==> config.mk <==
export PLATFORM = sky130hd
export DESIGN_NAME = rtc_raw_to_local_datetime_core
export DESIGN_NICKNAME = d
export VERILOG_FILES = /design/src/rtl/core/rtcdt_pkg.sv /design/src/rtl/core/rtcdt_carry_stage.sv /design/src/rtl/core/rtc_raw_to_local_datetime_core.sv
export SDC_FILE = /design/constraint.sdc
export NUM_CORES = 1
export LEC_CHECK = 0
export BUFFER_PORTS_ARGS = -buffer_cell sky130_fd_sc_hd__buf_2
export CORE_MARGIN = 4
export CORE_UTILIZATION = 65
export DETAILED_ROUTE_END_ITERATION = 8
export GPL_ROUTABILITY_DRIVEN = 0
export PLACE_DENSITY = 0.82
export REMOVE_ABC_BUFFERS = 1
export SLEW_MARGIN = 30
export SYNTH_ARGS = -nofsm -noshare
export SYNTH_HDL_FRONTEND = slang
export SYNTH_SLANG_ARGS = --single-unit
==> constraint.sdc <==
create_clock -name clk -period 12.1 [get_ports clk]
set_clock_uncertainty 0.05 [all_clocks]
set_input_delay 1.21 -clock clk [delete_from_list [all_inputs] [get_ports clk]]
set_output_delay 1.21 -clock clk [all_outputs]
set_load 0.1 [all_outputs]
==> src/rtl/core/rtcdt_pkg.sv <==
package rtcdt_pkg;

    // Forward wraps needed for the largest local hour (127 + 14 = 141 -> 5 wraps)
    localparam int NUM_CARRY = 5;

    localparam logic [7:0]  BIN_MODE_BIT   = 8'h04;
    localparam logic [7:0]  H24_MODE_BIT   = 8'h02;
    localparam logic [7:0]  PM_BIT         = 8'h80;
    localparam logic [7:0]  HOUR_MASK      = 8'h7F;
    localparam logic [7:0]  CENTURY_PIVOT  = 8'd70;
    localparam logic [11:0] BASE_1900      = 12'd1900;
    localparam logic [11:0] BASE_2000      = 12'd2000;
    localparam logic signed [8:0] HOURS_PER_DAY = 9'sd24;
    localparam logic [16:0] SECS_PER_HOUR  = 17'd3600;
    localparam logic [16:0] SECS_PER_MIN   = 17'd60;
    // Only non-leap century year that a 1969..2156 year can reach
    localparam logic [11:0] NON_LEAP_CENTURY = 12'd2100;

    localparam logic [4:0] MONTH_LEN [12] = '{
        5'd31, 5'd28, 5'd31, 5'd30, 5'd31, 5'd30,
        5'd31, 5'd31, 5'd30, 5'd31, 5'd30, 5'd31
    };

    typedef struct packed {
        logic              ok;
        logic [7:0]        second;
        logic [7:0]        minute;
        logic signed [8:0] hr;
        logic [7:0]        day;
        logic [7:0]        month;
        logic [11:0]       year;
    } rtcdt_item_t;

    // Days in a month; an invalid month counts as 31
    function automatic logic [4:0] month_days(logic [11:0] y, logic [7:0] m);
        logic lp;
        lp = (y[1:0] == 2'b00) && (y != NON_LEAP_CENTURY);
        if (m == 8'd2 && lp)
            return 5'd29;
        if (m < 8'd1 || m > 8'd12)
            return 5'd31;
        return MONTH_LEN[m[3:0] - 4'd1];
    endfunction

    // One wrap of the hour by a day, carrying into day, month and year
    function automatic rtcdt_item_t carry_step(rtcdt_item_t a);
        rtcdt_item_t r;
        logic [8:0]  day_inc;
        logic [7:0]  mon_prev;
        logic [11:0] yr_prev;
        r        = a;
        day_inc  = {1'b0, a.day} + 9'd1;
        mon_prev = a.month - 8'd1;
        yr_prev  = a.year;
        if (a.hr >= HOURS_PER_DAY) begin
            r.hr = a.hr - HOURS_PER_DAY;
            if (day_inc > {4'b0, month_days(a.year, a.month)}) begin
                r.day = 8'd1;
                if (a.month >= 8'd12) begin
                    r.month = 8'd1;
                    r.year  = a.year + 12'd1;
                end
                else begin
                    r.month = a.month + 8'd1;
                end
            end
            else begin
                r.day = day_inc[7:0];
            end
        end
        else if (a.hr < 9'sd0) begin
            r.hr = a.hr + HOURS_PER_DAY;
            if (a.day <= 8'd1) begin
                if (a.month <= 8'd1) begin
                    mon_prev = 8'd12;
                    yr_prev  = a.year - 12'd1;
                end
                r.month = mon_prev;
                r.year  = yr_prev;
                r.day   = {3'b0, month_days(yr_prev, mon_prev)};
            end
            else begin
                r.day = a.day - 8'd1;
            end
        end
        return r;
    endfunction

endpackage

==> src/rtl/core/rtcdt_carry_stage.sv <==
module rtcdt_carry_stage
    import rtcdt_pkg::*;
(
    input  logic        clk,
    input  logic        rst_n,
    input  logic        in_valid,
    output logic        in_ready,
    input  rtcdt_item_t in_item,
    output logic        out_valid,
    input  logic        out_ready,
    output rtcdt_item_t out_item
);

    logic        valid_reg;
    rtcdt_item_t item_reg;
    rtcdt_item_t item_next;

    assign in_ready  = !valid_reg || out_ready;
    assign item_next = carry_step(in_item);

    // Advance the valid bit whenever the stage can move
    always_ff @(posedge clk or negedge rst_n)
    begin
        if (!rst_n)
            valid_reg <= 1'b0;
        else if (in_ready)
            valid_reg <= in_valid;
    end

    // Capture one wrap step of the word
    always_ff @(posedge clk)
    begin
        if (in_valid && in_ready)
            item_reg <= item_next;
    end

    assign out_valid = valid_reg;
    assign out_item  = item_reg;

endmodule

==> src/rtl/core/rtc_raw_to_local_datetime_core.sv <==
// Raw CMOS clock snapshot to local date and time.
// Input channel (in_valid/in_ready) carries one register snapshot as a word:
// read_ok, the raw seconds, minutes, hours, day, month, year registers and
// status B. Output channel (out_valid/out_ready) returns one word per input:
// ok, second, minute, hour, day, month, year and seconds_of_day.
// The APB port holds tz_offset at address 0; writes are clamped to -12..14.
// The path has seven register stages: one decode stage, five carry stages
// (one wrap of the hour by 24 each, enough for the largest local hour) and
// one output stage that forms seconds_of_day. It takes one word per cycle
// while out_ready stays high; every stage has its own valid bit.
// When the receiver holds out_ready low the output word holds and the
// stages behind it fill up, then in_ready drops; nothing is lost or repeated.
// Reset empties every stage and sets tz_offset to 0.
// A failed read (read_ok low) gives ok 0 with every other field zero.
module rtc_raw_to_local_datetime_core
    import rtcdt_pkg::*;
(
    input  logic        clk,
    input  logic        rst_n,
    input  logic        psel,
    input  logic        penable,
    input  logic        pwrite,
    input  logic [2:0]  paddr,
    input  logic [31:0] pwdata,
    output logic [31:0] prdata,
    output logic        pready,
    input  logic        in_valid,
    output logic        in_ready,
    input  logic        read_ok,
    input  logic [7:0]  raw_second,
    input  logic [7:0]  raw_minute,
    input  logic [7:0]  raw_hr,
    input  logic [7:0]  raw_day,
    input  logic [7:0]  raw_month,
    input  logic [7:0]  raw_year,
    input  logic [7:0]  raw_status,
    output logic        out_valid,
    input  logic        out_ready,
    output logic        ok,
    output logic [7:0]  second,
    output logic [7:0]  minute,
    output logic [4:0]  hour,
    output logic [7:0]  day,
    output logic [7:0]  month,
    output logic [11:0] year,
    output logic [16:0] seconds_of_day
);

    function automatic logic [7:0] bcd_value(logic [7:0] v);
        return {4'b0, v[3:0]} + {4'b0, v[7:4]} * 8'd10;
    endfunction

    logic signed [4:0] tz_offset_reg;
    logic signed [4:0] tz_offset_next;
    logic signed [4:0] tz_wr;
    logic              cfg_wr;

    rtcdt_item_t dec_next;
    rtcdt_item_t stage_item  [NUM_CARRY+1];
    logic        stage_valid [NUM_CARRY+1];
    logic        stage_ready [NUM_CARRY+1];
    logic        dec_valid_reg;
    rtcdt_item_t dec_item_reg;

    logic        out_valid_reg;
    logic        out_ok_reg;
    logic [7:0]  out_second_reg;
    logic [7:0]  out_minute_reg;
    logic [4:0]  out_hour_reg;
    logic [7:0]  out_day_reg;
    logic [7:0]  out_month_reg;
    logic [11:0] out_year_reg;
    logic [16:0] out_sod_reg;
    logic [16:0] out_sod_next;
    logic [4:0]  last_hr;

    // Configuration: clamp and hold the timezone offset
    assign pready = 1'b1;
    assign cfg_wr = psel && penable && pwrite && pready && (paddr[2] == 1'b0);
    assign tz_wr  = $signed(pwdata[4:0]);

    always_comb
    begin
        tz_offset_next = tz_offset_reg;
        if (cfg_wr) begin
            priority if (tz_wr < -5'sd12)
                tz_offset_next = -5'sd12;
            else if (tz_wr > 5'sd14)
                tz_offset_next = 5'sd14;
            else
                tz_offset_next = tz_wr;
        end
    end

    always_ff @(posedge clk or negedge rst_n)
    begin
        if (!rst_n)
            tz_offset_reg <= 5'sd0;
        else
            tz_offset_reg <= tz_offset_next;
    end

    assign prdata = (paddr[2] == 1'b0) ? {{27{tz_offset_reg[4]}}, tz_offset_reg} : 32'd0;

    // Decode: BCD or binary, 12-hour to 24-hour, century, add offset
    always_comb
    begin
        logic       binary;
        logic       h24;
        logic       pm;
        logic [7:0] rh;
        logic [7:0] hr_dec;
        logic [7:0] yy;
        binary = (raw_status & BIN_MODE_BIT) != 8'd0;
        h24    = (raw_status & H24_MODE_BIT) != 8'd0;
        pm     = !h24 && ((raw_hr & PM_BIT) != 8'd0);
        rh     = raw_hr & HOUR_MASK;
        dec_next = '0;
        if (binary) begin
            dec_next.second = raw_second;
            dec_next.minute = raw_minute;
            hr_dec          = rh;
            dec_next.day    = raw_day;
            dec_next.month  = raw_month;
            yy              = raw_year;
        end
        else begin
            dec_next.second = bcd_value(raw_second);
            dec_next.minute = bcd_value(raw_minute);
            hr_dec          = bcd_value(rh);
            dec_next.day    = bcd_value(raw_day);
            dec_next.month  = bcd_value(raw_month);
            yy              = bcd_value(raw_year);
        end
        if (!h24) begin
            if (pm && hr_dec < 8'd12)
                hr_dec = hr_dec + 8'd12;
            else if (!pm && hr_dec == 8'd12)
                hr_dec = 8'd0;
        end
        dec_next.year = (yy >= CENTURY_PIVOT) ? BASE_1900 + {4'b0, yy}
                                              : BASE_2000 + {4'b0, yy};
        dec_next.hr   = $signed({1'b0, hr_dec}) + $signed({{4{tz_offset_reg[4]}}, tz_offset_reg});
        dec_next.ok   = 1'b1;
        // Drop a failed read to an all-zero word
        if (!read_ok)
            dec_next = '0;
    end

    assign in_ready = !dec_valid_reg || stage_ready[0];

    always_ff @(posedge clk or negedge rst_n)
    begin
        if (!rst_n)
            dec_valid_reg <= 1'b0;
        else if (in_ready)
            dec_valid_reg <= in_valid;
    end

    always_ff @(posedge clk)
    begin
        if (in_valid && in_ready)
            dec_item_reg <= dec_next;
    end

    assign stage_valid[0] = dec_valid_reg;
    assign stage_item[0]  = dec_item_reg;

    // Carry chain: one wrap per stage
    for (genvar k = 0; k < NUM_CARRY; k++) begin : g_carry
        rtcdt_carry_stage u_carry (
            .clk       (clk),
            .rst_n     (rst_n),
            .in_valid  (stage_valid[k]),
            .in_ready  (stage_ready[k]),
            .in_item   (stage_item[k]),
            .out_valid (stage_valid[k+1]),
            .out_ready (stage_ready[k+1]),
            .out_item  (stage_item[k+1])
        );
    end

    // Output stage: form seconds of the day and hold the result word
    assign stage_ready[NUM_CARRY] = !out_valid_reg || out_ready;
    assign last_hr = stage_item[NUM_CARRY].hr[4:0];
    assign out_sod_next = {12'b0, last_hr} * SECS_PER_HOUR
                        + {9'b0, stage_item[NUM_CARRY].minute} * SECS_PER_MIN
                        + {9'b0, stage_item[NUM_CARRY].second};

    always_ff @(posedge clk or negedge rst_n)
    begin
        if (!rst_n)
            out_valid_reg <= 1'b0;
        else if (stage_ready[NUM_CARRY])
            out_valid_reg <= stage_valid[NUM_CARRY];
    end

    always_ff @(posedge clk)
    begin
        if (stage_valid[NUM_CARRY] && stage_ready[NUM_CARRY]) begin
            out_ok_reg     <= stage_item[NUM_CARRY].ok;
            out_second_reg <= stage_item[NUM_CARRY].second;
            out_minute_reg <= stage_item[NUM_CARRY].minute;
            out_hour_reg   <= last_hr;
            out_day_reg    <= stage_item[NUM_CARRY].day;
            out_month_reg  <= stage_item[NUM_CARRY].month;
            out_year_reg   <= stage_item[NUM_CARRY].year;
            out_sod_reg    <= out_sod_next;
        end
    end

    assign out_valid      = out_valid_reg;
    assign ok             = out_ok_reg;
    assign second         = out_second_reg;
    assign minute         = out_minute_reg;
    assign hour           = out_hour_reg;
    assign day            = out_day_reg;
    assign month          = out_month_reg;
    assign year           = out_year_reg;
    assign seconds_of_day = out_sod_reg;

endmodule

==> flow_results.org <==
** Hold path
- WHS Path Cells :: 0
- The path class of the tightest hold or removal check is flop to flop.

** Timing
- Final worst-path setup slack :: 6.57 ns
- Setup repair after global routing missed its margin :: no
- Setup violations remaining at the end of the flow were counted as 0.
- Transition time at the pin with the least slew margin :: 0.943 ns
- Remaining max-slew budget at the tightest pin :: 37.1%
- Derived from the worst setup path, the maximum achievable clock frequency is 0.181 GHz.
- The tightest hold path in the finished design has a slack of 0.359 ns.
- After layout, the minimum clock period comes to 5.53 ns.
- The max-slew violation total from the final report was 0.
- The final critical path takes up 45.7% of the cycle.
- The number of failing hold endpoints at the final stage came to 0.

** Critical path
- Kind of start point of the critical path :: flop
- Crit path largest cell delay :: 0.78 ns
- The critical path runs through a total of 18 cells.
- In this run the register-to-register setup slack is 6.57 ns.
- Along the worst path, the maximum fanout reaches 5.
- Depth of the worst register-to-register path :: 18
- Cells along the critical path :: fa_1, fa_1, ha_1, a21o_1, a21oi_1, o21bai_1, a2111oi_0, nor2_1, xnor2_1, ha_1, ha_1, o21ai_0, nand2b_1, a21oi_1, nor2b_1, and3_1, a221o_1, xnor2_1
- Worst endpoint required time :: 12.39 ns
- Category of the critical setup timing path :: flop to flop
- Counting both buffers and inverters, the worst setup path holds a total of 0.
- CP max-delay cell :: a2111oi_0
- By instance count, the cell type seen most on the critical path is ha_1.
- Crit-path leading delay family :: adder cells
- The worst setup path is captured at a flop.
- Data arrives at the worst endpoint at 5.82 ns.

** Floorplan
- Die ar. :: 0.0435 sq mm
- The die is 209 um tall.
- Area inside the core boundary :: 0.0397 sq mm
- The initialized floorplan defines 73 standard-cell rows.
- The floorplan step set the die width to 209 um.
- Starting density of the core :: 65.9%
- IO Count :: 201

** Global route
- The via count of the first global-routing pass came to 19200.
- The first global-routing pass estimated 90.6 mm of wire.
- Initial antenna violation count :: 0
- Met3 track demand over resource :: 3.83%
- The global routing stage identified its most utilized layer as met2.
- Total congestion overflow after global routing :: 0
- Global routing used 24.2% of the available tracks across all layers.
- Entering global routing, the biggest net connects 66 pins.
- Met2 Usage GRT :: 44.5%
- For met1 alone, demand over resource in global routing was 28.4%.

** Drt
- The routed layout has 19800 vias.
- Aggregate routed wire length :: 54.3 mm
- Before antenna repair, the detailed router went through 8 iterations.
- The count of nets left with antenna violations once routing finished came out at 0.
- After detailed routing, the average wire length per cell comes to 17.2 um.
- Remaining DRCs :: 0
- In this run, the number of DRC markers left after iteration 0 of detailed routing was 1736.
- In the routed layout, each cell is associated on average with a via count of 6.28.

** Clock tree
- The number of clock buffers added by TritonCTS is 42.
- Setup bufs post-CTS :: 0
- Number of levels the H-tree was split into :: 2
- TritonCTS built the clock tree.
- Clock slew at the register clock pins of the worst setup and hold paths :: 0.06 ns
- Counting along the longest clock path gives a buffer depth of 3.
- Sink Count :: 397
- Clock latency on the worst-skew pair :: 0.59 ns
- CTS placed an instance of clkbuf_16 at the clock tree root.
- After clock tree synthesis, the repair step resized 0 gates.
- For this design, the CTS-stage hold fixing added 0 buffers.

** Pwr
- Largest vdd supply drop :: 0.344 mV
- Power per cell area :: 272 mW/mm^2
- Overall Power :: 7.71 mW
- Summed over all cells, the static leakage comes to 10.9 nW.

** Yosys
- During synthesis, Yosys emitted a total of 0 warnings.
- Among all flip-flop cells after synthesis, the most frequent one is edfxtp_1.
- The cell count after synthesis came out at 2542.
- After synthesis, flip-flops and latches occupy 45.3% of the total area.
- EDFF count, synth :: 385
- The synthesized netlist contains 103 unique library cells.
- After synthesis the netlist holds a flip-flop and latch count of 397.
- Of all flip-flops after synthesis, the portion carrying an async set or reset was 3.02%.
- Ranked by total cell area, the synthesized netlist is headed by edfxtp_1, ha_1, xnor2_1.
- Share of Yosys cell area claimed by the top area cell type :: 44.2%
- Summing every instance area after synthesis gives 0.0262 sq mm.
- Cell type contributing the most total cell area after synthesis :: edfxtp_1
- Synth Area per Inst :: 10.3 sq um

** Placement
- Once detailed placement completed, the half-perimeter wirelength came to 39.3 mm.
- In this run the cell area measured after placement is 0.0270 sq mm.
- Timing analysis after detailed placement gives a worst setup slack of 6.80 ns.
- Number of input and output port buffers inserted :: 164

** Cells and area
- Area occupied by multi-input gates :: 0.0131 sq mm
- The net count of the finished layout is 2912.
- Relative to the synthesized area, the layout overhead comes to 8.30%.
- The sequential cells in the finished layout cover a total of 0.0119 sq mm.
- Number of flip-flops in the largest register :: 266
- The post-route netlist has 11.3% of its cells at a drive strength greater than 1.
- With fillers left out, the area of the finished cells amounts to 0.0283 sq mm.
- Filler cells :: 2771
- Total inserted antenna cells :: 0
- Cells fill 71.4% of the core in the end.

** Status
- Outcome :: finished, final reports clean

** Job
- The tool flagged a number of max-cap violations equal to 0.
[kinds of logic after synthesis]
kind of cell / synth area share, %
XOR/XNOR: 5.79
other: 0.0143
flip-flops: 45.3
multiplexers: 1.19
buffers and inverters: 4.78
adder cells (fa/ha/maj): 11.0
AO/OA/AOI/OAI: 14.2
AND/OR/NAND/NOR: 17.7
[report_power, final]
part	switching [mW]	internal, mW
logic	2.45	1.45
registers	0.415	2.15
clock network	0.544	0.711
total	3.41	4.30
[final timing paths]
| kind | startpoint | end |
|---|---|---|
| max in group asynchronous | rst_n | tz_offset_reg[4]$_DFFE_PN0P_ |
| setup / recovery | g_carry[4].u_carry.out_item[38]$_DFFE_PP_ | seconds_of_day[16]$_DFFE_PP_ |
| hold / removal | g_carry[1].u_carry.out_item[49]$_DFFE_PP_ | g_carry[2].u_carry.out_item[49]$_DFFE_PP_ |
| hold reg to reg | g_carry[1].u_carry.out_item[49]$_DFFE_PP_ | g_carry[2].u_carry.out_item[49]$_DFFE_PP_ |
| setup reg to reg | g_carry[4].u_carry.out_item[38]$_DFFE_PP_ | seconds_of_day[16]$_DFFE_PP_ |
| min in group asynchronous | rst_n | g_carry[3].u_carry.out_valid$_DFFE_PN0P_ |
[cell type report]
type	count	area share, %
timing repair buffer	169	3.03
sequential	397	41.8
tap	525	2.32
clock inverter	28	1.01
multi-input combinational	1855	46.2
inverter	138	1.83
clock buffer	48	3.79
[layout by cell type, fill, tap and decap left out, drive strengths merged, types with 11 or more instances in the layout]
cell and instances:
edfxtp 385, nor2 211, nand2 192, ha 177, buf 169, inv 139, a21oi 127, o21ai 122
xnor2 118, nor3 93, xor2 55, nand3 54, clkbuf 48, nor4 46, a31oi 45, nand4 38
and2 36, nor2b 35, fa 33, and3 32, nand2b 30, a211oi 30, a21o 28, or3 25
mux2i 22, o22ai 22, clkinv 19, o211ai 18, nand4b 16, o31ai 16, nor3b 15, or2 14
a41oi 13, a22oi 12, dfrtp 12, or4 12, o41ai 12, nand3b 11
[metrics by stage]
stage          std cells  setup TNS, ns
6_report            3160              0
4_1_cts             3160              0
2_1_floorplan       2390        -744.86
5_1_grt             3160              0
3_3_place_gp        3084              0
3_5_place_dp        3084              0
[metal layers]
metal	vias to the layer above	routed length [um]
met3	185	2910
li1	9557	-
met4	0	2090
met5	-	0
met1	9275	20900
met2	814	28400
[synthesized netlist by cell type, drive strengths merged (11+ instances only)]
cell / instances
nand2: 192
nand2b: 30
o22ai: 22
dfrtp: 12
buf: 64
or3: 25
and3: 32
nor3: 93
edfxtp: 385
xnor2: 118
a41oi: 13
nand4: 38
o211ai: 18
a22oi: 12
nor3b: 15
nand3: 54
clkbuf: 88
mux2i: 22
nor4: 46
a31oi: 45
o31ai: 16
nand4b: 16
o21ai: 122
a21oi: 127
and2: 36
or4: 12
ha: 177
nor2: 211
o41ai: 12
nand3b: 11
fa: 33
inv: 138
nor2b: 35
a21o: 28
xor2: 55
a211oi: 30
or2: 14
[worst reg2reg max path, delay by kind of cell (launching register included)]
| kind | cells | cell delay (ns) |
|---|---|---|
| AO/OA/AOI/OAI | 7 | 1.92 |
| XOR/XNOR | 2 | 0.30 |
| adder cells (fa/ha/maj) | 5 | 2.02 |
| flip-flops | 1 | 0.49 |
| AND/OR/NAND/NOR | 4 | 0.52 |
Power figures use the tool's default switching activity.
